--- src/rtl/bpagc_pkg.sv ---
// shared constants and types for the block peak agc
`default_nettype none

package bpagc_pkg;

  // fixed-point and register widths
  localparam int FRAC_BITS     = 16;
  localparam int REF_BITS      = 16;
  localparam int RATE_BITS     = 32;
  localparam int RATE_HALF     = 16;
  localparam int RATE_SHIFT    = 31;
  localparam int CFG_GAIN_BITS = 24;

  // apb port
  localparam int APB_ADDR_BITS = 5;
  localparam int APB_DATA_BITS = 32;

  // sample queue between front and back
  localparam int QUEUE_DEPTH = 4;
  localparam int QPTR_BITS   = 2;
  localparam int QCNT_BITS   = 3;

  // register reset values
  localparam logic [REF_BITS-1:0]      RST_REFERENCE    = 16'd16384;
  localparam logic [RATE_BITS-1:0]     RST_LOOP_RATE    = 32'd4096;
  localparam logic [CFG_GAIN_BITS-1:0] RST_GAIN_CEILING = 24'd0;
  localparam logic [CFG_GAIN_BITS-1:0] RST_INIT_GAIN    = 24'd65536;
  localparam int                       GAIN_UNITY       = 65536;

  // register indexes (byte address / 4)
  typedef enum logic [2:0] {
    REG_MODE_REAL    = 3'd0,
    REG_REFERENCE    = 3'd1,
    REG_LOOP_RATE    = 3'd2,
    REG_GAIN_CEILING = 3'd3,
    REG_INITIAL_GAIN = 3'd4
  } reg_idx_t;

  // gain update sequencer
  typedef enum logic [7:0] {
    ST_IDLE   = 8'b0000_0001,
    ST_SQRT   = 8'b0000_0010,
    ST_ERR    = 8'b0000_0100,
    ST_MUL_A  = 8'b0000_1000,
    ST_MUL_LO = 8'b0001_0000,
    ST_MUL_HI = 8'b0010_0000,
    ST_SUM    = 8'b0100_0000,
    ST_APPLY  = 8'b1000_0000
  } upd_state_t;

endpackage

`default_nettype wire

--- src/rtl/bpagc_gain.sv ---
// gain register and block-end update: isqrt, error, rate multiply, clamp
`default_nettype none

module bpagc_gain
  import bpagc_pkg::*;
#(
  parameter int SAMPLE_BITS = 16,
  parameter int GAIN_BITS   = 24,
  parameter int CNT_BITS    = 13
) (
  input  logic                       clk,
  input  logic                       rst,
  input  logic                       start,
  input  logic [2*SAMPLE_BITS-1:0]   peak,
  input  logic [CNT_BITS-1:0]        count,
  input  logic [REF_BITS-1:0]        reference_level,
  input  logic [RATE_BITS-1:0]       loop_rate,
  input  logic [CFG_GAIN_BITS-1:0]   gain_ceiling,
  input  logic                       load_gain,
  input  logic [CFG_GAIN_BITS-1:0]   load_value,
  output logic [GAIN_BITS-1:0]       gain,
  output logic                       busy,
  output logic                       done
);

  localparam int SB    = SAMPLE_BITS;
  localparam int PKW   = 2*SB;
  localparam int REMW  = SB + 3;
  localparam int STEPW = $clog2(SB);
  localparam int ABSW  = (SB > REF_BITS) ? SB : REF_BITS;
  localparam int AW    = ABSW + CNT_BITS;
  localparam int PLW   = AW + RATE_HALF;
  localparam int FULLW = AW + RATE_BITS;
  localparam int DW    = FULLW - RATE_SHIFT;
  localparam int GW0   = (GAIN_BITS > DW) ? GAIN_BITS : DW;
  localparam int GW0C  = (GW0 > CFG_GAIN_BITS) ? GW0 : CFG_GAIN_BITS;
  localparam int SW    = GW0C + 2;

  localparam logic signed [SW-1:0] GMAX = SW'((64'd1 << GAIN_BITS) - 64'd1);

  upd_state_t       state;
  logic [STEPW-1:0] step;
  logic [PKW-1:0]   x;
  logic [REMW-1:0]  rem;
  logic [SB-1:0]    root;
  logic [ABSW-1:0]  abs_err;
  logic             err_neg;
  logic [AW-1:0]    a;
  logic [PLW-1:0]   p_lo;
  logic [PLW-1:0]   p_hi;
  logic [DW-1:0]    delta;

  logic [REMW-1:0]  rem_sh;
  logic [REMW-1:0]  trial;
  logic             fits;
  logic [ABSW-1:0]  ref_ext;
  logic [ABSW-1:0]  mag_ext;
  logic [FULLW-1:0] full;
  logic signed [SW-1:0] g_sum;
  logic signed [SW-1:0] g_sat;
  logic signed [SW-1:0] g_clamp;

  assign busy = (state != ST_IDLE);
  assign done = (state == ST_APPLY);

  // one root digit per cycle
  assign rem_sh = {rem[REMW-3:0], x[PKW-1:PKW-2]};
  assign trial  = REMW'({root, 2'b01});
  assign fits   = (rem_sh >= trial);

  assign ref_ext = ABSW'(reference_level);
  assign mag_ext = ABSW'(root);

  // delta = (a * rate) >> 31 from two half-rate partial products
  assign full  = FULLW'(p_lo) + (FULLW'(p_hi) << RATE_HALF);

  // signed update, floor at zero, saturate, optional ceiling
  always_comb begin
    if (err_neg) begin
      g_sum = SW'(gain) - SW'(delta);
    end else begin
      g_sum = SW'(gain) + SW'(delta);
    end
    if (g_sum < 0) begin
      g_sat = '0;
    end else if (g_sum > GMAX) begin
      g_sat = GMAX;
    end else begin
      g_sat = g_sum;
    end
    if (gain_ceiling != '0 && g_sat > SW'(gain_ceiling)) begin
      g_clamp = SW'(gain_ceiling);
    end else begin
      g_clamp = g_sat;
    end
  end

  // sequencer
  always_ff @(posedge clk) begin
    if (rst) begin
      state <= ST_IDLE;
    end else begin
      case (state)
        ST_IDLE:   if (start) state <= ST_SQRT;
        ST_SQRT:   if (step == '0) state <= ST_ERR;
        ST_ERR:    state <= ST_MUL_A;
        ST_MUL_A:  state <= ST_MUL_LO;
        ST_MUL_LO: state <= ST_MUL_HI;
        ST_MUL_HI: state <= ST_SUM;
        ST_SUM:    state <= ST_APPLY;
        ST_APPLY:  state <= ST_IDLE;
        default:   state <= ST_IDLE;
      endcase
    end
  end

  // datapath registers
  always_ff @(posedge clk) begin
    case (state)
      ST_IDLE: begin
        if (start) begin
          x    <= peak;
          rem  <= '0;
          root <= '0;
          step <= STEPW'(SB - 1);
        end
      end
      ST_SQRT: begin
        x    <= x << 2;
        step <= step - 1'b1;
        if (fits) begin
          rem  <= rem_sh - trial;
          root <= {root[SB-2:0], 1'b1};
        end else begin
          rem  <= rem_sh;
          root <= {root[SB-2:0], 1'b0};
        end
      end
      ST_ERR: begin
        if (ref_ext >= mag_ext) begin
          abs_err <= ref_ext - mag_ext;
          err_neg <= 1'b0;
        end else begin
          abs_err <= mag_ext - ref_ext;
          err_neg <= 1'b1;
        end
      end
      ST_MUL_A:  a     <= AW'(abs_err) * AW'(count);
      ST_MUL_LO: p_lo  <= PLW'(a) * PLW'(loop_rate[RATE_HALF-1:0]);
      ST_MUL_HI: p_hi  <= PLW'(a) * PLW'(loop_rate[RATE_BITS-1:RATE_HALF]);
      ST_SUM:    delta <= full[FULLW-1:RATE_SHIFT];
      default: begin
      end
    endcase
  end

  // gain register
  always_ff @(posedge clk) begin
    if (rst) begin
      gain <= GAIN_BITS'(GAIN_UNITY);
    end else if (load_gain) begin
      gain <= GAIN_BITS'(load_value);
    end else if (state == ST_APPLY) begin
      gain <= g_clamp[GAIN_BITS-1:0];
    end
  end

endmodule

`default_nettype wire

--- config.mk ---
export PLATFORM = sky130hd
export DESIGN_NAME = bpagc_gain
export DESIGN_NICKNAME = d
export VERILOG_FILES = /design/src/rtl/bpagc_pkg.sv /design/src/rtl/bpagc_gain.sv
export SDC_FILE = /design/constraint.sdc
export NUM_CORES = 2
export LEC_CHECK = 0
export BUFFER_PORTS_ARGS = -buffer_cell sky130_fd_sc_hd__buf_2
export CORE_ASPECT_RATIO = 1.2
export CORE_MARGIN = 5
export CORE_UTILIZATION = 41
export CTS_BUF_LIST = sky130_fd_sc_hd__clkbuf_16
export DETAILED_ROUTE_END_ITERATION = 12
export GPL_TIMING_DRIVEN = 0
export HOLD_SLACK_MARGIN = 0.15
export PLACE_DENSITY = 0.56
export SLEW_MARGIN = 20
export SYNTH_ARGS = -nofsm -noshare
export SYNTH_HDL_FRONTEND = slang
export SYNTH_SLANG_ARGS = --single-unit
--- constraint.sdc ---
create_clock -name clk -period 8.15 [get_ports clk]
set_clock_uncertainty 0.1 [all_clocks]
set_input_delay 1.63 -clock clk [delete_from_list [all_inputs] [get_ports clk]]
set_output_delay 1.63 -clock clk [all_outputs]
set_load 0.05 [all_outputs]
# After elaboration in Yosys (flattened, before gate mapping)
# Index checks and enable logic that the tools add are counted.
# totals
register_bits,267
input_bits,145
output_inout_bits,26
# classes
add_sub_neg,7
mul,3
n_lt_le_gt_ge,5
n_eq_ne,11
n_mux,21
reduce_logical,7
# ops
cell,count
$mux W32,4
$mul A29 B16 Y45,2
$mux W24,3
$pmux W32 S2,1
$add A45 B61 Y61,1
$pmux W8 S7,1
$mux W17,2
$pmux W17 S2,1
$gt A32 B24 Y1,1
$gt A32 B25 Y1 const B,1
$lt A32 B1 Y1 const B,1
$mux W16,2
$pmux W16 S2,1
$sub A16 B16 Y16,2
$add A24 B30 Y31,1
$sub A24 B30 Y31,1
$mul A16 B13 Y29,1
$reduce_bool A24 Y1,1
$ge A19 B18 Y1,1
$sub A17 B17 Y17,1
$ge A16 B16 Y1,1
$mux W8,2
$eq A8 B1 Y1 const B,1
$eq A8 B2 Y1 const B,1
16 further kinds,20

# Longest topological paths before layout
# depth
word_depth,10
mapped_depth,31
ltp_nobuf,28

# Worst setup path before layout
# OpenSTA, ideal clock, no wires.
# synth_path
kind,input to register
start,input port loop_rate[22]
end,"register p_hi[37], data pin"
setup_time_ns,0.259
arrival_ns,7.979
t_required_ns,7.791
path_slack_ns,-0.188
cell_stages,26
path_buffers,3
path_cell_list,clkbuf_1 -> clkbuf_1 -> nand2_1 -> fa_1 -> inv_1 -> fa_1 -> fa_1 -> fa_1 -> inv_1 -> fa_1 -> inv_1 -> fa_1 -> ha_1 -> clkbuf_1 -> a21o_1 -> a21o_1 -> a21o_1 -> a21oi_1 -> a31oi_1 -> o31ai_1 -> nor4b_1 -> o31ai_1 -> a21o_1 -> a221o_1 -> a21oi_1 -> xnor2_1
# synth_via
elab_chain_len,1
# synth_rtl
element,line,text
"start, declared",bpagc_gain.sv:17,"input logic [RATE_BITS-1:0] loop_rate,"
$mul A29 B16 Y45,bpagc_gain.sv:150,ST_MUL_HI: p_hi <= PLW'(a) * PLW'(loop_rate[RATE_BITS-1:RATE_HALF]);
"end signal, assigned",bpagc_gain.sv:150,
"end, declared",bpagc_gain.sv:50,logic [PLW-1:0] p_hi;
# Every way passes these cells.
# A chain may end at the register's enable or synchronous reset.

# Worst setup path in the final report
# layout_path
start,input port loop_rate[10]
end,"register p_lo[35], data pin"
# layout_via
elab_chain_len,1
# layout_rtl
element,line,text
$mul A29 B16 Y45,bpagc_gain.sv:149,ST_MUL_LO: p_lo <= PLW'(a) * PLW'(loop_rate[RATE_HALF-1:0]);
"end signal, assigned",bpagc_gain.sv:149,
"end, declared",bpagc_gain.sv:49,logic [PLW-1:0] p_lo;
# Every way passes these cells.

==> impl_metrics.csv <==
group,metric,value,unit
outcome,outcome,"finished clean",
logic_synthesis,ys_warn_count,0,
critical_path,sort_of_element_at_the_start_of_the_critical_path,"primary input",
sta,final_max_slew_viol_count,0,
power_and_ir_drop,power.share.sequential,0.135,
die,total_die_area,130100,um2
die,floorplan.core_area,122600,um2
grt,first_global_vias,41477,
critical_path,setup.worst_path.class,"primary input to register",
logic_synthesis,largest_family_of_logic_cells_by_synthesized_area,"adder cells",
logic_synthesis,synth.area.mux_share,0.005882,
logic_synthesis,yosys.area_share.simple,0.1654,
logic_synthesis,synthesis.instances,5584,
finish,area_delta_synth_final,8.902,%
logic_synthesis,synth_seq_cells,251,
sta,tightestPinTransition,1.176,ns
die,initial_utilization,0.4112,
hold_path,hp-class,"register to register",
critical_path,required,8.41,ns
sta,finalHoldViolations,0,
power_and_ir_drop,switching_share,0.5022,
grt,grt_usage,0.2519,
clock_network,tritoncts,"yes",
flow_run,maxCapViolations,0,
logic_synthesis,syn_nets,7093,
grt,antenna_found_initial,16,
route,wire_per_inst,21.96,um
place,post-dp-hpwl,137.0,mm
critical_path,critical_path_peak_fanout,10,
clock_network,clkSlewWorstSetupHoldPaths,0.06,ns
power_and_ir_drop,p_int,7.426,mW
die,die_h,394.1,um
sta,relative_slew_slack,0.2157,
power_and_ir_drop,p_switching,7.493,mW
sta,finalSetupViolCount,0,
finish,postLayoutCoreUtil,0.4478,
clock_network,clock_latency,0.62,ns
logic_synthesis,library_cell_with_the_largest_summed_area_after_synthesis,"fa_1",
finish,finish.net_count,7266,
logic_synthesis,adder_cell_fraction_of_synth_area,0.4739,
grt,grt_start_max_net_pins,52,
clock_network,clockBufferDepth,3,
critical_path,cp.arrival,8.26,ns
die,die_x,330.1,um
place,gp_congestion,0.9709,
place,port-buffer-count,138,
grt,grt_pass1_wl,248.9,mm
logic_synthesis,leading_post_synthesis_cells_by_cell_area,"fa_1 (36%), edfxtp_1 (13%), ha_1 (11%)",
power_and_ir_drop,power.density_cell_area,271.7,nW/um2
route,detailroute.wirelength.met3,11.44,mm
logic_synthesis,synth.lib_cells_used.distinct,80,
power_and_ir_drop,vdd_drop_max,0.3023,mV
die,top_level_ports,171,
route,remaining_drc_errors,0,
sta,setup_tns,0,ns
route,route.vias.total,39005,
route,vias_per_cell,5.245,
logic_synthesis,synth-main-ff-cell,"edfxtp_1",
clock_network,htreeDepth,2,
route,route.met2.wl,79.10,mm
power_and_ir_drop,power_frac_comb,0.754,
sta,min_period_over_period,0.9811,
power_and_ir_drop,power.share.clock,0.111,
finish,layout-drive-gt1-share,0.06068,
route,drt_wl_total,163.3,mm
route,met1_routed_length,62.81,mm
sta,achievable-frequency,0.1251,GHz
critical_path,regToRegSetupSlack,0.19,ns
logic_synthesis,synth_most_common_cell,"inv_1",
power_and_ir_drop,power_leakage,25.99,nW
finish,final.fill_count,12204,
logic_synthesis,post_synth.cell_area_avg,9.029,um2
grt,grt_overflow_total,0,
route,route.top_layer_used,"met5",
logic_synthesis,yosysSeqAreaShare,0.1431,
clock_network,cts_root_buffer,"clkbuf_16",
clock_network,numCtsBuffers,35,
logic_synthesis,async_reset_ff_frac,0,
logic_synthesis,synth_top_area_share,0.3609,
logic_synthesis,syn_area,50420,um2
route,detail_route.first_pass.iterations,5,
route,drt.antenna.violating_nets,0,
logic_synthesis,synth-xor-area-share,0.03057,
logic_synthesis,synth_compound_gate_area_share,0.08262,
clock_network,total_clock_sinks,251,
logic_synthesis,synthTopCellsByCount,"inv_1 (1034), nand2_1 (956), fa_1 (909), ha_1 (455), and2_1 (405)",
logic_synthesis,post_synth_edffs,219,
route,drt_iter0_markers,2311,
critical_path,end_kind,"register",
die,placement_rows,141,
sta,final.min_clock_period,7.996,ns
registers in the layout (all words and copies together) (netlist names):
name and count:
step 4, rem 17, delta 30, mag_ext 16, gain 24, err_neg 1, p_hi 45, a 29
p_lo 29, abs_err 16, x 32, state 8
layer usage:
metal,track usage,vias up
met4,0.1210,12
met5,0,-
met1,0.2991,19540
li1,-,17746
met3,0.05039,397
met2,0.4365,1310
cells by family after synthesis:
kind of cell | count (synthesis)
AO/OA/AOI/OAI | 651
XOR/XNOR | 176
adder cells (fa/ha/maj) | 1364
buffers and inverters | 1319
flip-flops | 251
multiplexers | 29
AND/OR/NAND/NOR | 1794
metrics by stage:
step	hold WS (ns)	cells	setup WS, ns	cell area, um2	power [mW]
global placement	0.3959	7366	-2.180	53170	12.82
floorplan	0.3836	5584	-0.02405	50430	9.620
finish	0.4103	7436	0.1536	54910	14.92
global route	0.4368	7430	-0.02565	54890	16.43
CTS	0.4174	7434	0.01132	54740	14.82
detailed placement	0.4035	7370	-2.183	53280	12.88
layout make-up:
type | instances | area, um2 | area share
diodes | 8 | 20.02 | 0.0003646
plain buffers | 270 | 1249 | 0.02274
clock buffers | 37 | 925.9 | 0.01686
clock inverters | 27 | 304.0 | 0.005538
inverters | 1035 | 3885 | 0.07076
multi-input cells | 4014 | 38400 | 0.6994
flip-flops and latches | 251 | 7217 | 0.1314
well taps | 1644 | 2057 | 0.03746
repair buffers | 150 | 844.6 | 0.01538
power groups by stage:
stage	logic, mW	registers [mW]	clock network, mW
floorplan	7.57	2.05	0
global placement	10.8	2.05	0
detailed placement	10.8	2.04	0
CTS	11.1	2.01	1.71
global route	12.7	2.02	1.75
finish	11.3	2.01	1.65
cell usage in the layout, fill, tap and decap left out, types with 37 or more instances in the layout:
cell type  netlist  final
clkbuf_16        0     37
nor2_1         184    182
ha_1           455    454
edfxtp_1       219    219
a21o_1          76     76
inv_1         1034   1039
a31oi_1         53     51
fa_1           909    909
xor2_1          51     51
xnor2_1        125    124
buf_2            9    153
o21ai_0        118    116
clkbuf_2         0     44
nand2_1        956    955
clkbuf_1       261    170
and2_1         405    405
nor3_1          53     52
a21oi_1        196    191
worst max-delay path, cell delays in order:
cell      delay, ns
clkbuf_2       0.27
buf_4          0.27
nand2_1        0.10
fa_1           0.54
fa_1           0.55
inv_1          0.05
fa_1           0.51
inv_1          0.06
fa_1           0.45
fa_1           0.49
inv_1          0.05
fa_1           0.43
ha_1           0.32
a21oi_1        0.19
o21ai_0        0.14
a31oi_1        0.30
a21oi_2        0.10
buf_4          0.17
a21oi_4        0.24
o211ai_1       0.11
buf_4          0.18
buf_4          0.14
a21o_1         0.19
and2_1         0.16
o21ai_0        0.14
nand2b_1       0.11
a211oi_2       0.24
nor2_2         0.09
timing repair:
action	4_1_cts	5_1_grt
setup endpoints to repair	65	38
hold buffers	0	0
endpoints found under the hold margin	0	0
gates resized for setup	99	118
pin swaps	3	4
setup buffers	5	3
worst paths after layout:
kind / from / cells after the start / end
worst min-delay path: x[24] / 2 / x[26]
worst min register to register: x[24] / 2 / x[26]
worst max-delay path: loop_rate[10] / 28 / p_lo[35]
worst max register to register: a[6] / 27 / p_lo[35]
No activity file was read; power rests on OpenSTA's default activity.
