===== src/rtl/bpagc_pkg.sv =====
// shared constants and types for the block peak agc
`default_nettype none

package bpagc_pkg;

  // fixed-point and register widths
  localparam int FRAC_BITS     = 16;
  localparam int REF_BITS      = 16;
  localparam int RATE_BITS     = 32;
  localparam int RATE_HALF     = 16;
  localparam int RATE_SHIFT    = 31;
  localparam int CFG_GAIN_BITS = 24;

  // apb port
  localparam int APB_ADDR_BITS = 5;
  localparam int APB_DATA_BITS = 32;

  // sample queue between front and back
  localparam int QUEUE_DEPTH = 4;
  localparam int QPTR_BITS   = 2;
  localparam int QCNT_BITS   = 3;

  // register reset values
  localparam logic [REF_BITS-1:0]      RST_REFERENCE    = 16'd16384;
  localparam logic [RATE_BITS-1:0]     RST_LOOP_RATE    = 32'd4096;
  localparam logic [CFG_GAIN_BITS-1:0] RST_GAIN_CEILING = 24'd0;
  localparam logic [CFG_GAIN_BITS-1:0] RST_INIT_GAIN    = 24'd65536;
  localparam int                       GAIN_UNITY       = 65536;

  // register indexes (byte address / 4)
  typedef enum logic [2:0] {
    REG_MODE_REAL    = 3'd0,
    REG_REFERENCE    = 3'd1,
    REG_LOOP_RATE    = 3'd2,
    REG_GAIN_CEILING = 3'd3,
    REG_INITIAL_GAIN = 3'd4
  } reg_idx_t;

  // gain update sequencer
  typedef enum logic [7:0] {
    ST_IDLE   = 8'b0000_0001,
    ST_SQRT   = 8'b0000_0010,
    ST_ERR    = 8'b0000_0100,
    ST_MUL_A  = 8'b0000_1000,
    ST_MUL_LO = 8'b0001_0000,
    ST_MUL_HI = 8'b0010_0000,
    ST_SUM    = 8'b0100_0000,
    ST_APPLY  = 8'b1000_0000
  } upd_state_t;

endpackage

`default_nettype wire


===== src/rtl/bpagc_scaler.sv =====
// back end: gain multiply, round and saturate, peak and count tracking
`default_nettype none

module bpagc_scaler
  import bpagc_pkg::*;
#(
  parameter int SAMPLE_BITS = 16,
  parameter int GAIN_BITS   = 24,
  parameter int MAX_BLOCK   = 4096,
  parameter int CNT_BITS    = 13
) (
  input  logic                       clk,
  input  logic                       rst,
  input  logic                       mode_real,
  input  logic [GAIN_BITS-1:0]       gain,
  input  logic                       head_valid,
  input  logic [2*SAMPLE_BITS:0]     head,
  output logic                       pop,
  output logic                       out_valid,
  input  logic                       out_ready,
  output logic [SAMPLE_BITS-1:0]     out_i,
  output logic [SAMPLE_BITS-1:0]     out_q,
  output logic                       hold,
  output logic                       upd_start,
  input  logic                       upd_done,
  output logic [2*SAMPLE_BITS-1:0]   peak,
  output logic [CNT_BITS-1:0]        count
);

  localparam int SB  = SAMPLE_BITS;
  localparam int PW1 = SB + GAIN_BITS;
  localparam int RW  = PW1 + 1 - FRAC_BITS;
  localparam int PKW = 2*SB;

  localparam logic [RW-1:0]  LIM_POS = RW'((1 << (SB-1)) - 1);
  localparam logic [RW-1:0]  LIM_NEG = RW'(1 << (SB-1));
  localparam logic [SB-1:0]  SMAX    = SB'((1 << (SB-1)) - 1);
  localparam logic [SB-1:0]  SMIN    = SB'(1 << (SB-1));
  localparam logic [PW1:0]   HALF    = (PW1+1)'(1 << (FRAC_BITS-1));

  // round half away from zero on the magnitude, then saturate
  function automatic logic [SB-1:0] round_sat(input logic [PW1-1:0] p, input logic neg);
    logic [PW1:0]  sum;
    logic [RW-1:0] r;
    logic [SB-1:0] res;
    sum = {1'b0, p} + HALF;
    r   = sum[PW1:FRAC_BITS];
    if (neg) begin
      res = (r > LIM_NEG) ? SMIN : SB'(~r + 1'b1);
    end else begin
      res = (r > LIM_POS) ? SMAX : r[SB-1:0];
    end
    return res;
  endfunction

  logic [SB-1:0]  hd_i;
  logic [SB-1:0]  hd_q;
  logic           hd_last;
  logic [SB-1:0]  mag_i;
  logic [SB-1:0]  mag_q;
  logic           adv;

  // multiply stage
  logic           v1;
  logic [PW1-1:0] p_i1;
  logic [PW1-1:0] p_q1;
  logic           neg_i1;
  logic           neg_q1;
  logic           real1;
  logic           last1;

  // output stage results
  logic [SB-1:0]  oi_next;
  logic [SB-1:0]  oq_next;
  logic           load_out;

  // peak path
  logic                  v3;
  logic                  last3;
  logic signed [SB-1:0]  oi3;
  logic signed [SB-1:0]  oq3;
  logic                  v4;
  logic                  last4;
  logic [PKW-1:0]        sq_i4;
  logic [PKW-1:0]        sq_q4;
  logic [PKW-1:0]        msq;

  assign hd_i    = head[SB-1:0];
  assign hd_q    = head[2*SB-1:SB];
  assign hd_last = head[2*SB];
  assign mag_i   = hd_i[SB-1] ? (~hd_i + 1'b1) : hd_i;
  assign mag_q   = hd_q[SB-1] ? (~hd_q + 1'b1) : hd_q;

  assign adv      = ~out_valid | out_ready;
  assign pop      = head_valid & ~hold & (~v1 | adv);
  assign load_out = v1 & adv;
  assign oi_next  = round_sat(p_i1, neg_i1);
  assign oq_next  = real1 ? '0 : round_sat(p_q1, neg_q1);

  // multiply stage, gain is stable for the whole block
  always_ff @(posedge clk) begin
    if (pop) begin
      p_i1   <= PW1'(mag_i) * PW1'(gain);
      p_q1   <= PW1'(mag_q) * PW1'(gain);
      neg_i1 <= hd_i[SB-1];
      neg_q1 <= hd_q[SB-1];
      real1  <= mode_real;
      last1  <= hd_last;
    end
  end

  always_ff @(posedge clk) begin
    if (rst) begin
      v1 <= 1'b0;
    end else if (pop) begin
      v1 <= 1'b1;
    end else if (adv) begin
      v1 <= 1'b0;
    end
  end

  // output register
  always_ff @(posedge clk) begin
    if (load_out) begin
      out_i <= oi_next;
      out_q <= oq_next;
    end
  end

  always_ff @(posedge clk) begin
    if (rst) begin
      out_valid <= 1'b0;
    end else if (load_out) begin
      out_valid <= 1'b1;
    end else if (out_ready) begin
      out_valid <= 1'b0;
    end
  end

  // square stage, independent of output stalls
  always_ff @(posedge clk) begin
    if (load_out) begin
      oi3   <= oi_next;
      oq3   <= oq_next;
      last3 <= last1;
    end
    if (v3) begin
      sq_i4 <= PKW'(oi3 * oi3);
      sq_q4 <= PKW'(oq3 * oq3);
      last4 <= last3;
    end
  end

  always_ff @(posedge clk) begin
    if (rst) begin
      v3 <= 1'b0;
      v4 <= 1'b0;
    end else begin
      v3 <= load_out;
      v4 <= v3;
    end
  end

  assign msq = sq_i4 + sq_q4;

  // peak, count and block hold
  always_ff @(posedge clk) begin
    if (rst) begin
      peak      <= '0;
      count     <= '0;
      hold      <= 1'b0;
      upd_start <= 1'b0;
    end else begin
      upd_start <= v4 & last4;
      if (upd_done) begin
        peak  <= '0;
        count <= '0;
        hold  <= 1'b0;
      end else begin
        if (v4 && msq > peak) begin
          peak <= msq;
        end
        if (pop) begin
          if (count < CNT_BITS'(MAX_BLOCK)) begin
            count <= count + 1'b1;
          end
          if (hd_last) begin
            hold <= 1'b1;
          end
        end
      end
    end
  end

endmodule

`default_nettype wire


===== config.mk =====
export PLATFORM = sky130hd
export DESIGN_NAME = bpagc_scaler
export DESIGN_NICKNAME = d
export VERILOG_FILES = /design/src/rtl/bpagc_pkg.sv /design/src/rtl/bpagc_scaler.sv
export SDC_FILE = /design/constraint.sdc
export NUM_CORES = 2
export LEC_CHECK = 0
export BUFFER_PORTS_ARGS = -buffer_cell sky130_fd_sc_hd__buf_2
export CORE_MARGIN = 5
export CORE_UTILIZATION = 45
export DETAILED_ROUTE_END_ITERATION = 6
export PLACE_DENSITY = 0.69
export SETUP_SLACK_MARGIN = 0.2
export SYNTH_ARGS = -nofsm -noshare
export SYNTH_HDL_FRONTEND = slang
export SYNTH_SLANG_ARGS = --single-unit

===== constraint.sdc =====
create_clock -name clk -period 23.6 [get_ports clk]
set_clock_uncertainty 0.05 [all_clocks]
set_input_delay 1.18 -clock clk [delete_from_list [all_inputs] [get_ports clk]]
set_output_delay 1.18 -clock clk [all_outputs]
set_load 0.01 [all_outputs]

# Yosys cells after proc, flatten, opt, wreduce, memory -nomap -nowiden
# Index checks and enable logic that the tools add are counted.
op_classes:
  addsub: 8
  n_mul: 4
  magnitude_cmp: 6
  muxes: 12
  bitwise_logic: 13
  reduce_logical: 6
op_table:
  columns: ["operator", "n"]
  rows:
  - ["$mux 16", 8]
  - ["$add 40x16->41 const B", 2]
  - ["$mul 16x24->40", 2]
  - ["$add 16x1->16 const B", 4]
  - ["$mul 16x16->32", 2]
  - ["$not 16->16", 4]
  - ["$gt 25x15->1 const B", 2]
  - ["$gt 25x16->1 const B", 2]
  - ["$add 32x32->32", 1]
  - ["$gt 32x32->1", 1]
  - ["$add 13x1->13 const B", 1]
  - ["$lt 13x13->1 const B", 1]
  - ["$and 1x1->1", 4]
  - ["$mux 1", 4]
  - ["$reduce_and 2->1", 2]
  - ["$reduce_bool 2->1", 2]
  - ["$not 1->1", 3]
  - ["$or 1x1->1", 2]
  - ["$reduce_or 2->1", 1]
  - ["$logic_and 1x1->1", 1]
word_totals:
  reg_bits: 233
  input_bits: 63

# Logic depth before layout (Yosys ltp)
logic_depth:
  ltp_word: 5
  depth_mapped: 32

# Worst setup path after synthesis
# No wires, ideal clock.
synth_timing:
  path_kind: "input to register"
  start: "in head[0]"
  end: "reg p_i1[39] (data pin)"
  setup_time_ns: 0.261
  arrival_time_ns: 8.469
  t_required_ns: 23.289
  setup_slack_ns: 14.820
  stages: 31
  n_path_buf: 3
  cell_sequence: "clkbuf_1 clkbuf_1 inv_1 ha_1 inv_1 o31ai_1 xnor2_1 clkbuf_1 nand2_1 fa_1 inv_1 fa_1 inv_1 fa_1 inv_1 fa_1 inv_1 fa_1 inv_1 fa_1 ha_1 o21a_1 o2111a_1 o2bb2ai_2 a2111oi_4 nor3b_2 o311a_4 o41ai_4 nor2_2 nor4_2 xnor2_1"
synth_via:
  elab_chain_cells: 4
synth_rtl:
  columns: ["item", "line", "text"]
  rows:
  - ["start: declaration", "bpagc_scaler.sv:17", "input logic [2*SAMPLE_BITS:0] head,"]
  - ["$not 16->16", "bpagc_scaler.sv:91", "assign mag_i = hd_i[SB-1] ? (~hd_i + 1'b1) : hd_i;"]
  - ["$add 16x1->16", "bpagc_scaler.sv:91", null]
  - ["$mux 16 *", "bpagc_scaler.sv:91", null]
  - ["$mul 16x24->40 *", "bpagc_scaler.sv:103", "p_i1 <= PW1'(mag_i) * PW1'(gain);"]
  - ["end signal: assignment", "bpagc_scaler.sv:103", null]
  - ["end: declaration", "bpagc_scaler.sv:65", "logic [PW1-1:0] p_i1;"]
# Every way passes the cells marked *; elsewhere a longest branch is shown, timed or not.
# A chain may end at the register's enable or synchronous reset.

# Final worst setup path
layout_timing:
  start: "in head[16]"
  end: "reg p_q1[33] (data pin)"
layout_via:
  elab_chain_cells: 4
layout_rtl:
  columns: ["item", "line", "text"]
  rows:
  - ["$not 16->16", "bpagc_scaler.sv:92", "assign mag_q = hd_q[SB-1] ? (~hd_q + 1'b1) : hd_q;"]
  - ["$add 16x1->16", "bpagc_scaler.sv:92", null]
  - ["$mux 16 *", "bpagc_scaler.sv:92", null]
  - ["$mul 16x24->40 *", "bpagc_scaler.sv:104", "p_q1 <= PW1'(mag_q) * PW1'(gain);"]
  - ["end signal: assignment", "bpagc_scaler.sv:104", null]
  - ["end: declaration", "bpagc_scaler.sv:66", "logic [PW1-1:0] p_q1;"]
# Marks and branches as above.

==> impl_metrics.prom <==
# TYPE chip_impl_metric gauge
chip_impl_info{name="cts_tree",value="built"} 1
chip_impl_info{name="crit_slowest_cell",value="sky130_fd_sc_hd__xnor2_1"} 1
chip_impl_metric{name="route.detailed.drc",unit=""} 0
chip_impl_metric{name="port-buffer-count",unit=""} 143
chip_impl_metric{name="grt_pass1_vias",unit=""} 41300
chip_impl_info{name="cts-root-buf",value="sky130_fd_sc_hd__clkbuf_16"} 1
chip_impl_metric{name="drv.max_cap_violation_count",unit=""} 0
chip_impl_metric{name="path_clk_slew",unit="ns"} 0.06
chip_impl_metric{name="clock.fmax",unit="MHz"} 109
chip_impl_metric{name="wire_per_inst",unit="um"} 17.3
chip_impl_info{name="grt_setup_unrepaired",value="false"} 1
chip_impl_info{name="worstSetupPathType",value="input pin to register"} 1
chip_impl_metric{name="min_period",unit="ns"} 9.15
chip_impl_metric{name="synthDistinctLibCells",unit=""} 86
chip_impl_metric{name="setup_tns",unit="ns"} 0
chip_impl_metric{name="hold_buffers",unit=""} 0
chip_impl_metric{name="clock_path_buffers",unit=""} 3
chip_impl_metric{name="max-slew-margin-rel",unit=""} 0.268
chip_impl_metric{name="detail_route.first_pass.iterations",unit=""} 6
chip_impl_metric{name="grt_antenna_before_repair",unit=""} 6
chip_impl_metric{name="gp_routability_congestion",unit=""} 0.885
chip_impl_metric{name="proportion_of_synthesized_chip_area_in_sequential_cells",unit=""} 0.105
chip_impl_metric{name="ys_async_sr_fraction",unit=""} 0
chip_impl_metric{name="route.final.wire_length",unit="mm"} 126
chip_impl_metric{name="netlist_instances",unit=""} 5743
chip_impl_metric{name="initial_util",unit=""} 0.452
chip_impl_metric{name="critical-path-max-stage-delay",unit="ns"} 0.79
chip_impl_metric{name="global_routing_usage_summed_across_all_routing_layers",unit=""} 0.211
chip_impl_metric{name="syn_to_final_growth",unit="%"} 6.02
chip_impl_metric{name="ys.warnings.count",unit=""} 0
chip_impl_info{name="worstSetupEndpointType",value="register"} 1
chip_impl_metric{name="boundaryPins",unit=""} 144
chip_impl_metric{name="postSynthRegisterBits",unit=""} 201
chip_impl_metric{name="period_share",unit=""} 0.388
chip_impl_metric{name="dr.first_iter.drc_count",unit=""} 2468
chip_impl_metric{name="clk_latency",unit="ns"} 0.56
chip_impl_metric{name="post_synth_edffs",unit=""} 150
chip_impl_metric{name="multiInputGateArea",unit="um2"} 40900
chip_impl_info{name="most-common-layout-cells",value="sky130_fd_sc_hd__inv_1, sky130_fd_sc_hd__fa_1, sky130_fd_sc_hd__nand2_1"} 1
chip_impl_metric{name="tritoncts.num_buffers",unit=""} 26
chip_impl_metric{name="final_layout_size_suffix_gt1_frac",unit=""} 0.0501
chip_impl_metric{name="ant_nets",unit=""} 0
chip_impl_metric{name="clock_tree.htree_level_count",unit=""} 1
chip_impl_metric{name="tritoncts_num_sinks",unit=""} 201
chip_impl_info{name="outcome",value="completed"} 1
chip_impl_metric{name="worst_ep_required_time",unit="ns"} 23.84
chip_impl_metric{name="vias_per_cell",unit=""} 5.21
chip_impl_metric{name="place_hpwl",unit="mm"} 97.7
chip_impl_metric{name="final-seq-area",unit="um2"} 5530
chip_impl_info{name="ys.flop_type",value="sky130_fd_sc_hd__edfxtp_1"} 1
chip_impl_metric{name="post_cts_resize_count",unit=""} 0
chip_impl_metric{name="route.vias.total",unit=""} 38000
chip_impl_metric{name="die_h",unit="um"} 352
chip_impl_metric{name="core_area",unit="um2"} 116000
chip_impl_info{name="crit_family",value="adder cells"} 1
chip_impl_metric{name="post-cts-setup-buffers",unit=""} 0
chip_impl_metric{name="report.final.slew_viol_count",unit=""} 0
chip_impl_info{name="top_usage_layer",value="met2"} 1
chip_impl_metric{name="grt_util_met2",unit=""} 0.370
chip_impl_metric{name="critical_path_peak_fanout",unit=""} 26
chip_impl_metric{name="critical_path_arrival",unit="ns"} 9.39
chip_impl_info{name="min-delay-path-class",value="register to register"} 1
chip_impl_metric{name="setup_viol",unit=""} 0
chip_impl_metric{name="n_fill_cell",unit=""} 11000
chip_impl_info{name="critical_path.startpoint_type",value="input pin"} 1
chip_impl_metric{name="avgSynthCellArea",unit="um2"} 9.14
chip_impl_metric{name="groute.layer.met3.usage",unit=""} 0.0319
chip_impl_metric{name="path_buf_inv",unit=""} 6
chip_impl_metric{name="nNetsFinal",unit=""} 7358
chip_impl_metric{name="worst-slew-pin-transition",unit="ns"} 1.10
chip_impl_metric{name="syn_area",unit="um2"} 52500
chip_impl_info{name="most_common_cell_after_layout_fill_and_taps_aside",value="sky130_fd_sc_hd__inv_1"} 1
chip_impl_metric{name="grtUsageMet1",unit=""} 0.274
chip_impl_metric{name="first_pass_grt_wire_length",unit="mm"} 211
chip_impl_metric{name="std_cell_rows",unit=""} 125
chip_impl_metric{name="hold_viol",unit=""} 0
chip_impl_metric{name="grt_max_degree",unit=""} 65
chip_impl_metric{name="die_area",unit="um2"} 124000
chip_impl_metric{name="grt_overflow",unit=""} 0
chip_impl_metric{name="chipWidth",unit="um"} 352
chip_impl_metric{name="postSynthNetCount",unit=""} 7357
metal layers:
layer / vias up / share of wire
li1: 17300 / -
met1: 19200 / 0.41
met2: 1238 / 0.49
met3: 251 / 0.067
met4: 2 / 0.028
met5: - / 0.00012
registers in the layout, indices dropped and copies added (netlist names):
name / count
v4: 1
sq_q4: 31
upd_start: 1
p_q1: 25
count: 13
oi3: 16
p_i1: 25
last4: 1
v1: 1
neg_q1: 1
oq3: 16
real1: 1
last1: 1
v3: 1
peak: 32
out_valid: 1
neg_i1: 1
hold: 1
last3: 1
sq_i4: 31
path summary, 6_finish.rpt:
kind             from   endpoint  slack (ns)  cells past startpoint
max reg2reg    oi3[8]  sq_i4[30]       15.94                     23
min             last3      last4        0.38                      0
max          head[16]   p_q1[33]       14.45                     27
min reg2reg     last3      last4        0.38                      0
kinds of logic after synthesis:
logic type	count (synthesis)	share of synthesized area
AO/OA/AOI/OAI	461	0.0578
XOR/XNOR	211	0.0352
adder cells (fa/ha/maj)	1551	0.525
buffers and inverters	1634	0.117
flip-flops	201	0.105
multiplexers	50	0.00982
AND/OR/NAND/NOR	1635	0.149
metrics by stage:
| stage | hold WS, ns | worst slack (ns) | util | area [um2] | std cells |
|---|---|---|---|---|---|
| detailed placement | 0.367 | 13.98 | 0.471 | 54700 | 7240 |
| floorplan | 0.350 | 14.82 | - | 52500 | 5743 |
| global route | 0.391 | 14.02 | 0.480 | 55700 | 7291 |
| CTS | 0.381 | 14.53 | 0.480 | 55600 | 7288 |
| finish | 0.380 | 14.45 | 0.480 | 55700 | 7291 |
| global placement | 0.352 | 14.19 | 0.471 | 54700 | 7240 |
cells in the mapped netlist, types with 8 or more instances:
cell type                     n  area [um2]
sky130_fd_sc_hd__dfxtp_1     51        1020
sky130_fd_sc_hd__a221oi_1    10        87.6
sky130_fd_sc_hd__and2_1     360        2250
sky130_fd_sc_hd__and3_1      28         175
sky130_fd_sc_hd__a211o_1      8        70.1
sky130_fd_sc_hd__ha_1       462        5780
sky130_fd_sc_hd__edfxtp_1   150        4500
sky130_fd_sc_hd__nand4_1     37         231
sky130_fd_sc_hd__nand3_1     58         290
sky130_fd_sc_hd__xor2_1      62         543
sky130_fd_sc_hd__inv_1     1421        5330
sky130_fd_sc_hd__nand2_1    750        2820
sky130_fd_sc_hd__clkbuf_1   195         732
sky130_fd_sc_hd__and4_1       9        78.8
sky130_fd_sc_hd__nor2_1     218         818
sky130_fd_sc_hd__or3_1       19         119
sky130_fd_sc_hd__o21ai_0     95         475
sky130_fd_sc_hd__mux2_2       8        90.1
sky130_fd_sc_hd__buf_2       12        60.1
sky130_fd_sc_hd__a31oi_1     14        87.6
sky130_fd_sc_hd__nor3_1      36         180
sky130_fd_sc_hd__nor2b_1     33         206
sky130_fd_sc_hd__nand2b_1    29         181
sky130_fd_sc_hd__nor4_1      11        68.8
sky130_fd_sc_hd__o31ai_1     19         143
sky130_fd_sc_hd__o21bai_1    12        90.1
sky130_fd_sc_hd__mux2i_1     41         410
sky130_fd_sc_hd__fa_1      1089       21800
sky130_fd_sc_hd__o21a_1      27         203
sky130_fd_sc_hd__or2_2       12        75.1
sky130_fd_sc_hd__a21oi_1    134         671
sky130_fd_sc_hd__a21o_1      53         398
sky130_fd_sc_hd__a211oi_1    17         128
sky130_fd_sc_hd__xnor2_1    149        1310
cell type report:
cell class	count	share of cell area
antenna	3	0.000135
clock buffer	31	0.0126
clock inverter	17	0.00418
inverter	1423	0.0960
multi-input combinational	3908	0.735
sequential	201	0.0993
tap	1524	0.0343
timing repair buffer	184	0.0184
Power is not shown: default switching activity piles up to over one toggle a cycle in this logic, so the estimate is an artifact.
