$ cat src/rtl/bpagc_pkg.sv
// shared constants and types for the block peak agc
`default_nettype none

package bpagc_pkg;

  // fixed-point and register widths
  localparam int FRAC_BITS     = 16;
  localparam int REF_BITS      = 16;
  localparam int RATE_BITS     = 32;
  localparam int RATE_HALF     = 16;
  localparam int RATE_SHIFT    = 31;
  localparam int CFG_GAIN_BITS = 24;

  // apb port
  localparam int APB_ADDR_BITS = 5;
  localparam int APB_DATA_BITS = 32;

  // sample queue between front and back
  localparam int QUEUE_DEPTH = 4;
  localparam int QPTR_BITS   = 2;
  localparam int QCNT_BITS   = 3;

  // register reset values
  localparam logic [REF_BITS-1:0]      RST_REFERENCE    = 16'd16384;
  localparam logic [RATE_BITS-1:0]     RST_LOOP_RATE    = 32'd4096;
  localparam logic [CFG_GAIN_BITS-1:0] RST_GAIN_CEILING = 24'd0;
  localparam logic [CFG_GAIN_BITS-1:0] RST_INIT_GAIN    = 24'd65536;
  localparam int                       GAIN_UNITY       = 65536;

  // register indexes (byte address / 4)
  typedef enum logic [2:0] {
    REG_MODE_REAL    = 3'd0,
    REG_REFERENCE    = 3'd1,
    REG_LOOP_RATE    = 3'd2,
    REG_GAIN_CEILING = 3'd3,
    REG_INITIAL_GAIN = 3'd4
  } reg_idx_t;

  // gain update sequencer
  typedef enum logic [7:0] {
    ST_IDLE   = 8'b0000_0001,
    ST_SQRT   = 8'b0000_0010,
    ST_ERR    = 8'b0000_0100,
    ST_MUL_A  = 8'b0000_1000,
    ST_MUL_LO = 8'b0001_0000,
    ST_MUL_HI = 8'b0010_0000,
    ST_SUM    = 8'b0100_0000,
    ST_APPLY  = 8'b1000_0000
  } upd_state_t;

endpackage

`default_nettype wire

$ cat src/rtl/bpagc_queue.sv
// front end: accepts sample beats and queues them for the scaler
`default_nettype none

module bpagc_queue
  import bpagc_pkg::*;
#(
  parameter int SAMPLE_BITS = 16
) (
  input  logic                     clk,
  input  logic                     rst,
  input  logic                     in_valid,
  output logic                     in_ready,
  input  logic [SAMPLE_BITS-1:0]   in_i,
  input  logic [SAMPLE_BITS-1:0]   in_q,
  input  logic                     in_last,
  output logic                     head_valid,
  output logic [2*SAMPLE_BITS:0]   head,     // {last, q, i}
  input  logic                     pop
);

  localparam int EW = 2*SAMPLE_BITS + 1;

  logic [EW-1:0]        mem [QUEUE_DEPTH];
  logic [QPTR_BITS-1:0] wptr;
  logic [QPTR_BITS-1:0] rptr;
  logic [QCNT_BITS-1:0] count;
  logic                 push;

  assign in_ready   = (count != QCNT_BITS'(QUEUE_DEPTH));
  assign push       = in_valid & in_ready;
  assign head_valid = (count != '0);
  assign head       = mem[rptr];

  // entry storage
  always_ff @(posedge clk) begin
    if (push) begin
      mem[wptr] <= {in_last, in_q, in_i};
    end
  end

  // pointers and fill count
  always_ff @(posedge clk) begin
    if (rst) begin
      wptr  <= '0;
      rptr  <= '0;
      count <= '0;
    end else begin
      if (push) begin
        wptr <= wptr + 1'b1;
      end
      if (pop) begin
        rptr <= rptr + 1'b1;
      end
      case ({push, pop})
        2'b10:   count <= count + 1'b1;
        2'b01:   count <= count - 1'b1;
        default: count <= count;
      endcase
    end
  end

endmodule

`default_nettype wire

$ cat config.mk
export PLATFORM = sky130hd
export DESIGN_NAME = bpagc_queue
export DESIGN_NICKNAME = d
export VERILOG_FILES = /design/src/rtl/bpagc_pkg.sv /design/src/rtl/bpagc_queue.sv
export SDC_FILE = /design/constraint.sdc
export NUM_CORES = 1
export LEC_CHECK = 0
export ABC_AREA = 1
export BUFFER_PORTS_ARGS = -buffer_cell sky130_fd_sc_hd__buf_2
export CORE_AREA = 2 2 106 108
export CTS_CLUSTER_DIAMETER = 200
export DETAILED_ROUTE_END_ITERATION = 10
export DIE_AREA = 0 0 108 110
export PLACE_DENSITY_LB_ADDON = 0.3
export SLEW_MARGIN = 20
export SYNTH_ARGS = -nofsm -noshare
export SYNTH_HDL_FRONTEND = slang
export SYNTH_SLANG_ARGS = --single-unit
$ cat constraint.sdc
create_clock -name clk -period 2.6 [get_ports clk]
set_clock_uncertainty 0.2 [all_clocks]
set_input_delay 0.26 -clock clk [delete_from_list [all_inputs] [get_ports clk]]
set_output_delay 0.26 -clock clk [all_outputs]
set_load 0.1 [all_outputs]
# After elaboration in Yosys (flattened, before gate mapping)

Memories as Yosys holds them, arrays and structs flattened. A register that Yosys moved wholly into a read port is not among the register bits.
Cells that the tools add are included.
Widths: inputs -> output; s select.

Memories: 1
Word-level logic and storage cells: 19
Bits in writable memories: 132
Register bits: 7
Input bits: 37

Memories:

| name | depth | width | read ports | clocked after Yosys merged registers in | write ports | RTL line          | RTL |
|---|---|---|---|---|---|---|---|
| mem  | 4     | 33    | 1          | 1                                       | 1           | bpagc_queue.sv:23 | `logic [EW-1:0] mem [QUEUE_DEPTH];` |

Add/subtract/negate cells: 4
Bitwise logic cells: 1
Equal/unequal tests: 3
Reduce and logical (&&, ||, !) cells: 2
Muxes and demuxes: 5

Operators by type and width:

| cell                | count |
|---|---|
| $pmux 3 s2          | 1 |
| $add 2x1->2 const B | 2 |
| $mux 2              | 2 |
| $add 3x1->3 const B | 1 |
| $ne 3x3->1 const B  | 1 |
| $reduce_bool 3->1   | 1 |
| $sub 3x1->3 const B | 1 |
| $eq 2x1->1 const B  | 1 |
| $eq 2x2->1 const B  | 1 |
| $mux 1              | 2 |
| $reduce_bool 2->1   | 1 |
| $and 1x1->1         | 1 |

# Logic depth before layout (Yosys ltp)

Gate-level depths: netlist of the first run.

Word-level depth: 4
Mapped depth: 10

# Worst setup path before layout of the first run

No wires, ideal clock.

Path type: flip-flop to flip-flop
Start point: register count[0]
End point: memory mem[0][0] (netlist bit), enable pin
Cell stages (with the launch flop): 5
Path buffers: 0
Library setup time: 423 ps
Data required time: 1977 ps
Data arrival time: 2894 ps
Path slack: -917 ps
Cell sequence: dfxtp_1 > nor2_1 > nand2_1 > nand2_1 > nor2_1

Longest elaborated chain between the ends: 4

RTL lines:

| element                      | RTL line          | RTL |
|---|---|---|
| start, declared              | bpagc_queue.sv:26 | `logic [QCNT_BITS-1:0] count;` |
| start signal, assigned       | bpagc_queue.sv:55 | `2'b10: count <= count + 1'b1;` |
| start signal, assigned       | bpagc_queue.sv:56 | `2'b01: count <= count - 1'b1;` |
| start signal, assigned       | bpagc_queue.sv:57 | `default: count <= count;` |
| $ne 3x3->1                   | bpagc_queue.sv:29 | `assign in_ready = (count != QCNT_BITS'(QUEUE_DEPTH));` |
| net in_ready                 | bpagc_queue.sv:12 | `output logic in_ready,` |
| $and 1x1->1                  | bpagc_queue.sv:30 | `assign push = in_valid & in_ready;` |
| $mux 1                       | bpagc_queue.sv:36 | `if (push) begin` |
| $mux 1 (implied by the code) | bpagc_queue.sv:37 | `mem[wptr] <= {in_last, in_q, in_i};` |
| end, declared                | bpagc_queue.sv:23 |  |

The timed path passes the listed nets, and every way through them passes these cells.

==> impl_metrics.py, run 1 <==
metrics = {
    "outcome": {
        "status": "finished, final reports clean",
    },
    "sta": {
        "worst_slew_pin_slew_ns": 0.493,
        "drv_slew": 0,
        "max_slew_margin_pct": 67.4,
        "min_period_ns": 2.47,
        "hold_viol": 0,
        "hold_ws_ns": 0.240,
        "setup_violations": 0,
        "setup_ws_ns": 0.128,
        "grt_setup_unrepaired": "no",
        "fmax_mhz": 404,
        "period_share_pct": 95.1,
        "setup_tns_ns": 0,
    },
    "cts": {
        "cts_htree_levels": 4,
        "cts_tree": "built",
        "post-cts-setup-buffers": 0,
        "path_clk_slew_ns": 0.06,
        "cts_buffers": 17,
        "cts_buffer_depth": 2,
        "insertion_delay_ns": 0.52,
        "root_buffer": "clkbuf_8",
        "clock-sinks": 141,
    },
    "global_routing": {
        "grt_pass1_wl_um": 17500,
        "grt_max_degree": 39,
        "grt_pass1_vias": 3579,
        "antenna_found_initial": 0,
        "overflow": 0,
        "grt.total_usage_pct": 20.1,
    },
    "yosys": {
        "syn_inst": 383,
        "synth_edf_count": 132,
        "ys_seq_elements": 141,
        "ys_warn_count": 0,
        "avgSynthCellArea_um2": 14.1,
        "synthTopCellsByArea": "edfxtp_1 (74%), nor2_1 (5.7%), o21ai_0 (4.7%)",
        "async_reset_ff_share_pct": 0,
        "synth_area_mm2": 0.00539,
        "syn_nets": 426,
        "synth_flop_cell": "edfxtp_1",
        "yosysTopAreaCell": "edfxtp_1",
        "ys_seq_area_share_pct": 77.0,
        "synth.distinct_cells": 20,
        "synth_top_area_share_pct": 73.6,
    },
    "placement": {
        "place_inst": 588,
        "placed_cell_area_mm2": 0.00615,
        "place_worst_setup_slack_ns": 0.467,
        "numPortBuffers": 71,
        "place_congestion": 0.715,
        "place_hpwl_um": 6430,
    },
    "layout": {
        "fin_util_pct": 67.1,
        "drive_above_1_share_pct": 30.0,
        "fin_area_mm2": 0.00718,
        "layout_common_cells": "edfxtp_1 (132), nor2_1 (78), o21ai_0 (51)",
        "diodes": 0,
        "area_delta_synth_final_pct": 33.4,
        "final_common_cell": "edfxtp_1",
        "layoutNonFillerInstCount": 656,
        "num-nets-final": 546,
    },
    "flow_run": {
        "maxCapViolations": 0,
    },
    "floorplanning": {
        "pin_count": 72,
        "core.rowCount": 38,
        "die_area_mm2": 0.0119,
        "die_y_um": 110,
        "core_area_mm2": 0.0107,
        "start_util_pct": 50.3,
        "die_w_um": 108,
    },
    "detailed_routing": {
        "avgRoutedWirePerCell_um": 16.7,
        "via_per_inst": 5.33,
        "dr.pass1.iters": 4,
        "drt-initial-drc-count": 258,
        "dr_total_vias": 3494,
        "postRouteAntennaNets": 0,
        "drcViolationCount": 0,
        "wl_um": 11000,
    },
    "setup_path": {
        "cp_slowest_cell": "dfxtp_1",
        "worstSetupPathType": "flop to output port",
        "cp_data_required_time_ns": 2.14,
        "r2r_slack_ns": 0.62,
        "cp_top_family": "buffers and inverters",
        "endpoint_kind": "output port",
        "critPathMaxStageDelay_ns": 0.46,
        "cp_cell_sequence": "buf_4, o21ai_0, o22ai_2, buf_2",
        "critPathArrivalTime_ns": 2.01,
        "worstSetupStartpointType": "flop",
        "crit_buf_inv": 2,
        "crit_fanout": 16,
    },
    "power_and_ir_drop": {
        "leakage_nw": 2.62,
        "vdd_ir_drop_max_uv": 545,
        "power.density_mw_per_mm2": 881,
        "power_mw": 6.33,
    },
    "min_path": {
        "hold_class": "flop to flop",
    },
}
==> sequential cells by signal, indices dropped and copies added, names as in the netlist, named ones only <==
signal,count
mem,132
rptr,2
wptr,2
count,3
==> repair_timing <==
item,in CTS,in global routing
endpoints found under the setup margin,19,28
resized for setup,19,16
hold buffers,36,0
pin swaps,0,0
gates cloned,0,0
endpoints found under the hold margin,141,0
==> synth_stat cells, drive strengths merged (2+ instances only) <==
cell type	n
nor2	82
dfxtp	9
inv	15
o21ai	69
clkbuf	3
edfxtp	132
o22ai	33
a21oi	3
ha	5
nand3	2
buf	17
nand2	10
==> where the power goes <==
| part | internal [mW] | switching, mW |
|---|---|---|
| clock | 1.42 | 0.877 |
| combinational | 0.318 | 1.02 |
| sequential | 2.64 | 0.0484 |
==> worst reg2reg max path: cells and delay by family, from the launching register on <==
kind            cells  cell delay (ns)
fa+ha+maj           2             0.65
simple gates        4             0.51
flops               1             0.33
compound gates      1             0.19
==> final timing paths <==
path / start / to / depth (start not counted)
setup reg to reg: count[1] / count[1] / 7
setup / recovery: flop / head[30] / 4
hold reg to reg: rptr[1] / rptr[1] / 1
hold / removal: rptr[1] / rptr[1] / 1
==> area by class of cell <==
class / count / area, um2
sequential: 141 / 4150
fill: 755 / 3520
multi-input combinational: 207 / 1260
timing repair buffer: 121 / 960
clock buffer: 25 / 539
tap: 140 / 175
inverter: 15 / 56.3
clock inverter: 7 / 47.5
==> cell families after synthesis <==
logic type / synth area share (%)
buf+inv: 4.11
simple gates: 6.71
fa+ha+maj: 1.53
compound gates: 10.5
flops: 77.0
xor+xnor: 0.163
==> routing by layer <==
| metal | GRT usage, % | share of wire (%) |
|---|---|---|
| met1 | 24.1 | 42 |
| met4 | 6.41 | 1.3 |
| met2 | 34.1 | 50 |
| met5 | 0 | 0 |
| met3 | 7.29 | 6.2 |
(Power assumes the default switching activity.)
==> run 2, diff against run 1 <==
--- a/config.mk
+++ b/config.mk
@@ -5,12 +5,11 @@
 export SDC_FILE = /design/constraint.sdc
 export NUM_CORES = 1
 export LEC_CHECK = 0
-export ABC_AREA = 1
 export BUFFER_PORTS_ARGS = -buffer_cell sky130_fd_sc_hd__buf_2
-export CORE_AREA = 2 2 106 108
+export CORE_AREA = 2 2 100 102
 export CTS_CLUSTER_DIAMETER = 200
 export DETAILED_ROUTE_END_ITERATION = 10
-export DIE_AREA = 0 0 108 110
+export DIE_AREA = 0 0 102 104
 export PLACE_DENSITY_LB_ADDON = 0.3
 export SLEW_MARGIN = 20
 export SYNTH_ARGS = -nofsm -noshare
==> constraint.sdc (replaced) <==
create_clock -name clk -period 2.55 [get_ports clk]
set_clock_uncertainty 0.2 [all_clocks]
set_input_delay 0.255 -clock clk [delete_from_list [all_inputs] [get_ports clk]]
set_output_delay 0.255 -clock clk [all_outputs]
set_load 0.1 [all_outputs]
==> impl_metrics.py, run 2 <==
metrics = {
    "flow_run": {
        "maxCapViolations": 0,
    },
    "setup_path": {
        "crit_fanout": 21,
        "cp_slowest_cell": "mux4_1",
        "cp_data_required_time_ns": 2.10,
        "endpoint_kind": "output port",
        "critPathMaxStageDelay_ns": 0.56,
        "worstSetupPathType": "flop to output port",
        "worstSetupStartpointType": "flop",
        "critPathArrivalTime_ns": 1.99,
        "cp_cell_sequence": "buf_12, mux4_1, buf_2",
    },
    "detailed_routing": {
        "postRouteAntennaNets": 0,
        "wl_met1_um": 3860,
        "drcViolationCount": 0,
        "wl_met2_um": 4630,
        "wl_met3_um": 381,
        "avgRoutedWirePerCell_um": 18.2,
        "wl_um": 8990,
        "drt-initial-drc-count": 174,
        "dr.max_layer_used": "met4",
        "dr_total_vias": 2543,
        "via_per_inst": 5.16,
        "dr.pass1.iters": 4,
    },
    "yosys": {
        "syn_inst": 220,
        "synth_common_cells": "edfxtp_1 (132), mux4_2 (30), dfxtp_1 (9), nor2_1 (8), ha_1 (5)",
        "synthTopCellsByArea": "edfxtp_1 (75%), mux4_2 (13%), dfxtp_1 (3.4%)",
        "synth_edf_count": 132,
        "ys_seq_area_share_pct": 78.8,
        "synthMuxAreaShare_pct": 14.9,
        "synth_area_mm2": 0.00526,
        "yosysTopAreaCell": "edfxtp_1",
        "async_reset_ff_share_pct": 0,
        "synth_top_family_by_area": "multiplexers",
        "syn_nets": 263,
        "synth_xor_xnor_area_share_pct": 0.666,
        "ys_warn_count": 0,
        "ys_seq_elements": 141,
        "synthSimpleGateAreaFrac_pct": 1.66,
        "synthAdderAreaFrac_pct": 1.57,
        "synth_top_area_share_pct": 75.3,
        "synth_flop_cell": "edfxtp_1",
        "synth.distinct_cells": 23,
        "synth-compound-area-share_pct": 0.404,
        "avgSynthCellArea_um2": 23.9,
        "synth_most_common_cell": "edfxtp_1",
    },
    "power_and_ir_drop": {
        "vdd_ir_drop_max_uv": 498,
        "p_comb_share_pct": 21.3,
        "power.density_mw_per_mm2": 984,
        "p_int_mw": 4.66,
        "leakage_nw": 2.39,
        "switchingPower_mw": 2.04,
        "p_sw_share_pct": 30.5,
        "p_clk_share_pct": 37.2,
        "power_frac_seq_pct": 41.5,
    },
    "cts": {
        "post-cts-setup-buffers": 0,
        "clock-sinks": 141,
        "cts_tree": "built",
        "cts_htree_levels": 4,
        "insertion_delay_ns": 0.51,
        "root_buffer": "clkbuf_8",
        "path_clk_slew_ns": 0.06,
        "cts_buffer_depth": 2,
        "cts_buffers": 17,
    },
    "sta": {
        "hold_ws_ns": 0.0360,
        "worst_slew_pin_slew_ns": 0.513,
        "fmax_mhz": 410,
        "setup_ws_ns": 0.109,
        "setup_tns_ns": 0,
        "min_period_ns": 2.44,
        "setup_violations": 0,
        "period_share_pct": 95.7,
        "hold_viol": 0,
        "grt_setup_unrepaired": "no",
        "max_slew_margin_pct": 66.0,
        "drv_slew": 0,
    },
    "placement": {
        "place_congestion": 0.666,
        "place_hpwl_um": 5290,
        "numPortBuffers": 71,
        "place_worst_setup_slack_ns": 0.397,
    },
    "global_routing": {
        "grt_pass1_wl_um": 14200,
        "overflow": 0,
        "grt.total_usage_pct": 18.6,
        "grt_max_degree": 23,
        "antenna_found_initial": 0,
        "grt_pass1_vias": 2763,
    },
    "floorplanning": {
        "die_y_um": 104,
        "die_area_mm2": 0.0106,
        "die_w_um": 102,
        "core.rowCount": 36,
        "pin_count": 72,
        "core_area_mm2": 0.00955,
        "start_util_pct": 55.1,
    },
    "min_path": {
        "hold_class": "input port to flop",
    },
    "layout": {
        "num-nets-final": 390,
        "largest-register": "mem",
        "layout_common_cells": "edfxtp_1 (132), buf_2 (67), dlygate4sd3_1 (35)",
        "diodes": 0,
        "drive_above_1_share_pct": 41.4,
        "fin_util_pct": 71.2,
        "reg_top3": "mem x132, count x3",
        "largest_register_ffs": 132,
        "final_common_cell": "edfxtp_1",
        "area_delta_synth_final_pct": 29.3,
    },
    "outcome": {
        "status": "finished, final reports clean",
    },
}
==> run 2: changes by cell type after synthesis, sizes merged, moves of 4 or more <==
cell   change
buf       -10
nand2      -8
nor2      -74
mux4      +33
o21ai     -68
inv       -12
o22ai     -33
and2       +4
==> run 2: cells by family (layout without fill, tap and decap cells) <==
| group | after synthesis | count (layout) |
|---|---|---|
| and+or+nand+nor | 18 | 18 |
| buffers and inverters | 12 | 152 |
| adders and majority gates | 6 | 6 |
| xor gates and xnor gates | 4 | 4 |
| muxes | 36 | 36 |
| DFF | 141 | 141 |
| AOI/OAI and AO/OA | 3 | 3 |
==> run 2: layer usage <==
layer	vias up	GRT usage, %
met5	-	0
met4	0	6.00
met3	10	6.99
met2	60	29.5
met1	1311	24.0
li1	1162	-
==> run 2: metrics by stage <==
stage / cell area [um2] / power, mW / cells
2_1_floorplan: 5260 / 3.97 / 220
3_3_place_gp: 5830 / 4.20 / 426
3_5_place_dp: 5830 / 4.22 / 426
4_1_cts: 6790 / 6.74 / 493
5_1_grt: 6800 / 6.91 / 493
6_report: 6800 / 6.69 / 493
==> run 2: layout make-up <==
cell class	count	area, um2
Sequential cell	141	4150
Fill cell	604	2750
Multi-Input combinational cell	67	1020
Timing Repair Buffer	117	848
Clock buffer	18	418
Clock inverter	14	193
Tap cell	133	166
Inverter	3	11.3
==> run 2: power groups by stage <==
stage	registers [mW]	logic [mW]	clock network [mW]
5_1_grt	2.79	1.49	2.63
3_5_place_dp	2.83	1.39	0
4_1_cts	2.78	1.44	2.53
2_1_floorplan	2.80	1.17	0
6_report	2.78	1.43	2.49
3_3_place_gp	2.81	1.38	0
==> run 2: critical path, delay by kind of cell, from the launching register on <==
| kind | cells | cell delay, ns |
|---|---|---|
| mux | 1 | 0.56 |
| buf+inv | 2 | 0.53 |
| flops | 1 | 0.37 |
==> run 2: worst paths after layout <==
| check | depth (start not counted) | start | slack, ns | endpoint |
|---|---|---|---|---|
| max | 3 | flop | 0.11 | head[24] |
| min | 4 | in_valid | 0.04 | wptr[1] |
| max reg2reg | 8 | count[0] | 0.42 | count[2] |
| min reg2reg | 2 | wptr[1] | 0.32 | wptr[1] |
==> run 2: repair_timing <==
item / in CTS / in global routing
hold endpoints to repair: 141 / 0
endpoints found under the setup margin: 0 / 15
resized for setup: 0 / 6
hold buffers: 35 / 0
==> run 3, diff against run 2 <==
--- a/config.mk
+++ b/config.mk
@@ -10,6 +10,7 @@
 export CTS_CLUSTER_DIAMETER = 200
 export DETAILED_ROUTE_END_ITERATION = 10
 export DIE_AREA = 0 0 102 104
+export HOLD_SLACK_MARGIN = 0.15
 export PLACE_DENSITY_LB_ADDON = 0.3
 export SLEW_MARGIN = 20
 export SYNTH_ARGS = -nofsm -noshare
==> impl_metrics.py, run 3 (synthesized netlist as in run 2, its figures left out) <==
metrics = {
    "setup_path": {
        "cp_top_family": "multiplexers",
        "critPathMaxStageDelay_ns": 0.56,
        "critPathArrivalTime_ns": 1.99,
        "r2r_end": "count[2]",
        "cp_slowest_cell": "mux4_1",
        "worstSetupStartpointType": "flop",
        "cp_cell_sequence": "buf_12, mux4_1, buf_2",
        "endpoint_kind": "output port",
        "worstSetupPathType": "flop to output port",
        "r2r_cells": 8,
        "r2r-start": "count[0]",
        "crit_fanout": 21,
        "cp_data_required_time_ns": 2.10,
        "crit_buf_inv": 2,
        "r2r_slack_ns": 0.41,
    },
    "detailed_routing": {
        "avgRoutedWirePerCell_um": 18.2,
        "wl_um": 9000,
        "drt-initial-drc-count": 172,
        "drcViolationCount": 0,
        "dr_total_vias": 2558,
        "via_per_inst": 5.18,
        "dr.pass1.iters": 4,
        "postRouteAntennaNets": 0,
    },
    "sta": {
        "setup_violations": 0,
        "fmax_mhz": 410,
        "hold_viol": 0,
        "period_share_pct": 95.7,
        "drv_slew": 0,
        "grt_setup_unrepaired": "no",
        "min_period_ns": 2.44,
        "max_slew_margin_pct": 66.0,
        "setup_tns_ns": 0,
        "setup_ws_ns": 0.109,
        "worst_slew_pin_slew_ns": 0.513,
    },
    "placement": {
        "place_worst_setup_slack_ns": 0.397,
        "place_hpwl_um": 5290,
        "place_inst": 426,
        "numPortBuffers": 71,
        "place_congestion": 0.666,
    },
    "layout": {
        "diodes": 0,
        "largest_register_ffs": 132,
        "layoutNonFillerInstCount": 494,
        "area_delta_synth_final_pct": 29.5,
        "drive_above_1_share_pct": 41.3,
        "reg_top3": "mem x132, count x3",
        "final_common_cell": "edfxtp_1",
        "layout_common_cells": "edfxtp_1 (132), buf_2 (67), dlygate4sd3_1 (36)",
        "largest-register": "mem",
        "num-nets-final": 391,
        "nFillCells": 601,
    },
    "power_and_ir_drop": {
        "power_mw": 6.70,
        "power.density_mw_per_mm2": 983,
        "vdd_ir_drop_max_uv": 498,
        "leakage_nw": 2.39,
    },
    "global_routing": {
        "overflow": 0,
        "grt_max_degree": 23,
        "antenna_found_initial": 0,
        "grt_pass1_vias": 2744,
        "grt.total_usage_pct": 18.6,
        "grt_pass1_wl_um": 14100,
    },
    "cts": {
        "cts_tree": "built",
        "root_buffer": "clkbuf_8",
        "cts_buffers": 17,
        "insertion_delay_ns": 0.51,
        "path_clk_slew_ns": 0.06,
        "cts_buffer_depth": 2,
        "clock-sinks": 141,
        "cts_htree_levels": 4,
    },
    "floorplanning": {
        "pin_count": 72,
        "die_y_um": 104,
        "die_area_mm2": 0.0106,
        "die_w_um": 102,
        "core.rowCount": 36,
        "start_util_pct": 55.1,
        "core_area_mm2": 0.00955,
    },
    "min_path": {
        "hold_class": "input port to flop",
        "hold-path-cell-count": 2,
        "hold_path_end": "mem[3][5]",
        "hp-start": "in_i[5]",
    },
    "flow_run": {
        "maxCapViolations": 0,
    },
    "outcome": {
        "status": "finished, final reports clean",
    },
}
## run 3: cell count changes in the layout (fill, tap and decap cells not counted)
cell and delta:
dlygate4sd3_1 +1
## run 3: worst max path at each step
stage,from,end,slack (ns),cells after the start
6_report,flop,head[24],0.11,3
3_3_place_gp,count[0],count[2],0.46,8
3_5_place_dp,count[0],count[2],0.40,8
2_1_floorplan,count[0],count[2],0.39,8
4_1_cts,flop,head[9],0.03,3
5_1_grt,flop,head[25],0.03,3
## run 3: report_power, final
part | leakage [nW] | switching (mW) | internal [mW]
clock | 0.283 | 0.901 | 1.59
combinational | 0.826 | 1.08 | 0.350
sequential | 1.29 | 0.0588 | 2.72
total | 2.39 | 2.04 | 4.66
## run 3: what timing repair did
| item | 4_1_cts | 5_1_grt |
|---|---|---|
| gates resized for setup | 0 | 6 |
| buffers inserted | 0 | 0 |
| hold buffers | 36 | 0 |
| hold endpoints to repair | 141 | 0 |
| endpoints found under the setup margin | 0 | 15 |
## run 3: routing by layer
| metal | global-route usage, % | part of all wire, % |
|---|---|---|
| met4 | 6.00 | 1.2 |
| met3 | 6.92 | 4.4 |
| met5 | 0 | 0 |
| met2 | 29.3 | 52 |
| met1 | 24.3 | 43 |
## run 3: per-stage QoR
| stage | hold WS, ns | cell area (um2) | utilization, % |
|---|---|---|---|
| final | 0.294 | 6810 | 71.3 |
| after global routing | 0.275 | 6810 | 71.3 |
| after CTS | 0.268 | 6800 | 71.2 |
| after detailed placement | 0.272 | 5830 | 61.0 |
| after global placement | 0.266 | 5830 | 61.0 |
| after floorplan | 0.154 | 5260 | - |
## run 3: final cells by class
class,instances,area [um2],area share (%)
clock buffers,18,418,6.13
inverters,3,11.3,0.165
clock inverters,14,193,2.83
repair buffers,118,858,12.6
well taps,133,166,2.44
multi-input cells,67,1020,14.9
flip-flops and latches,141,4150,60.9
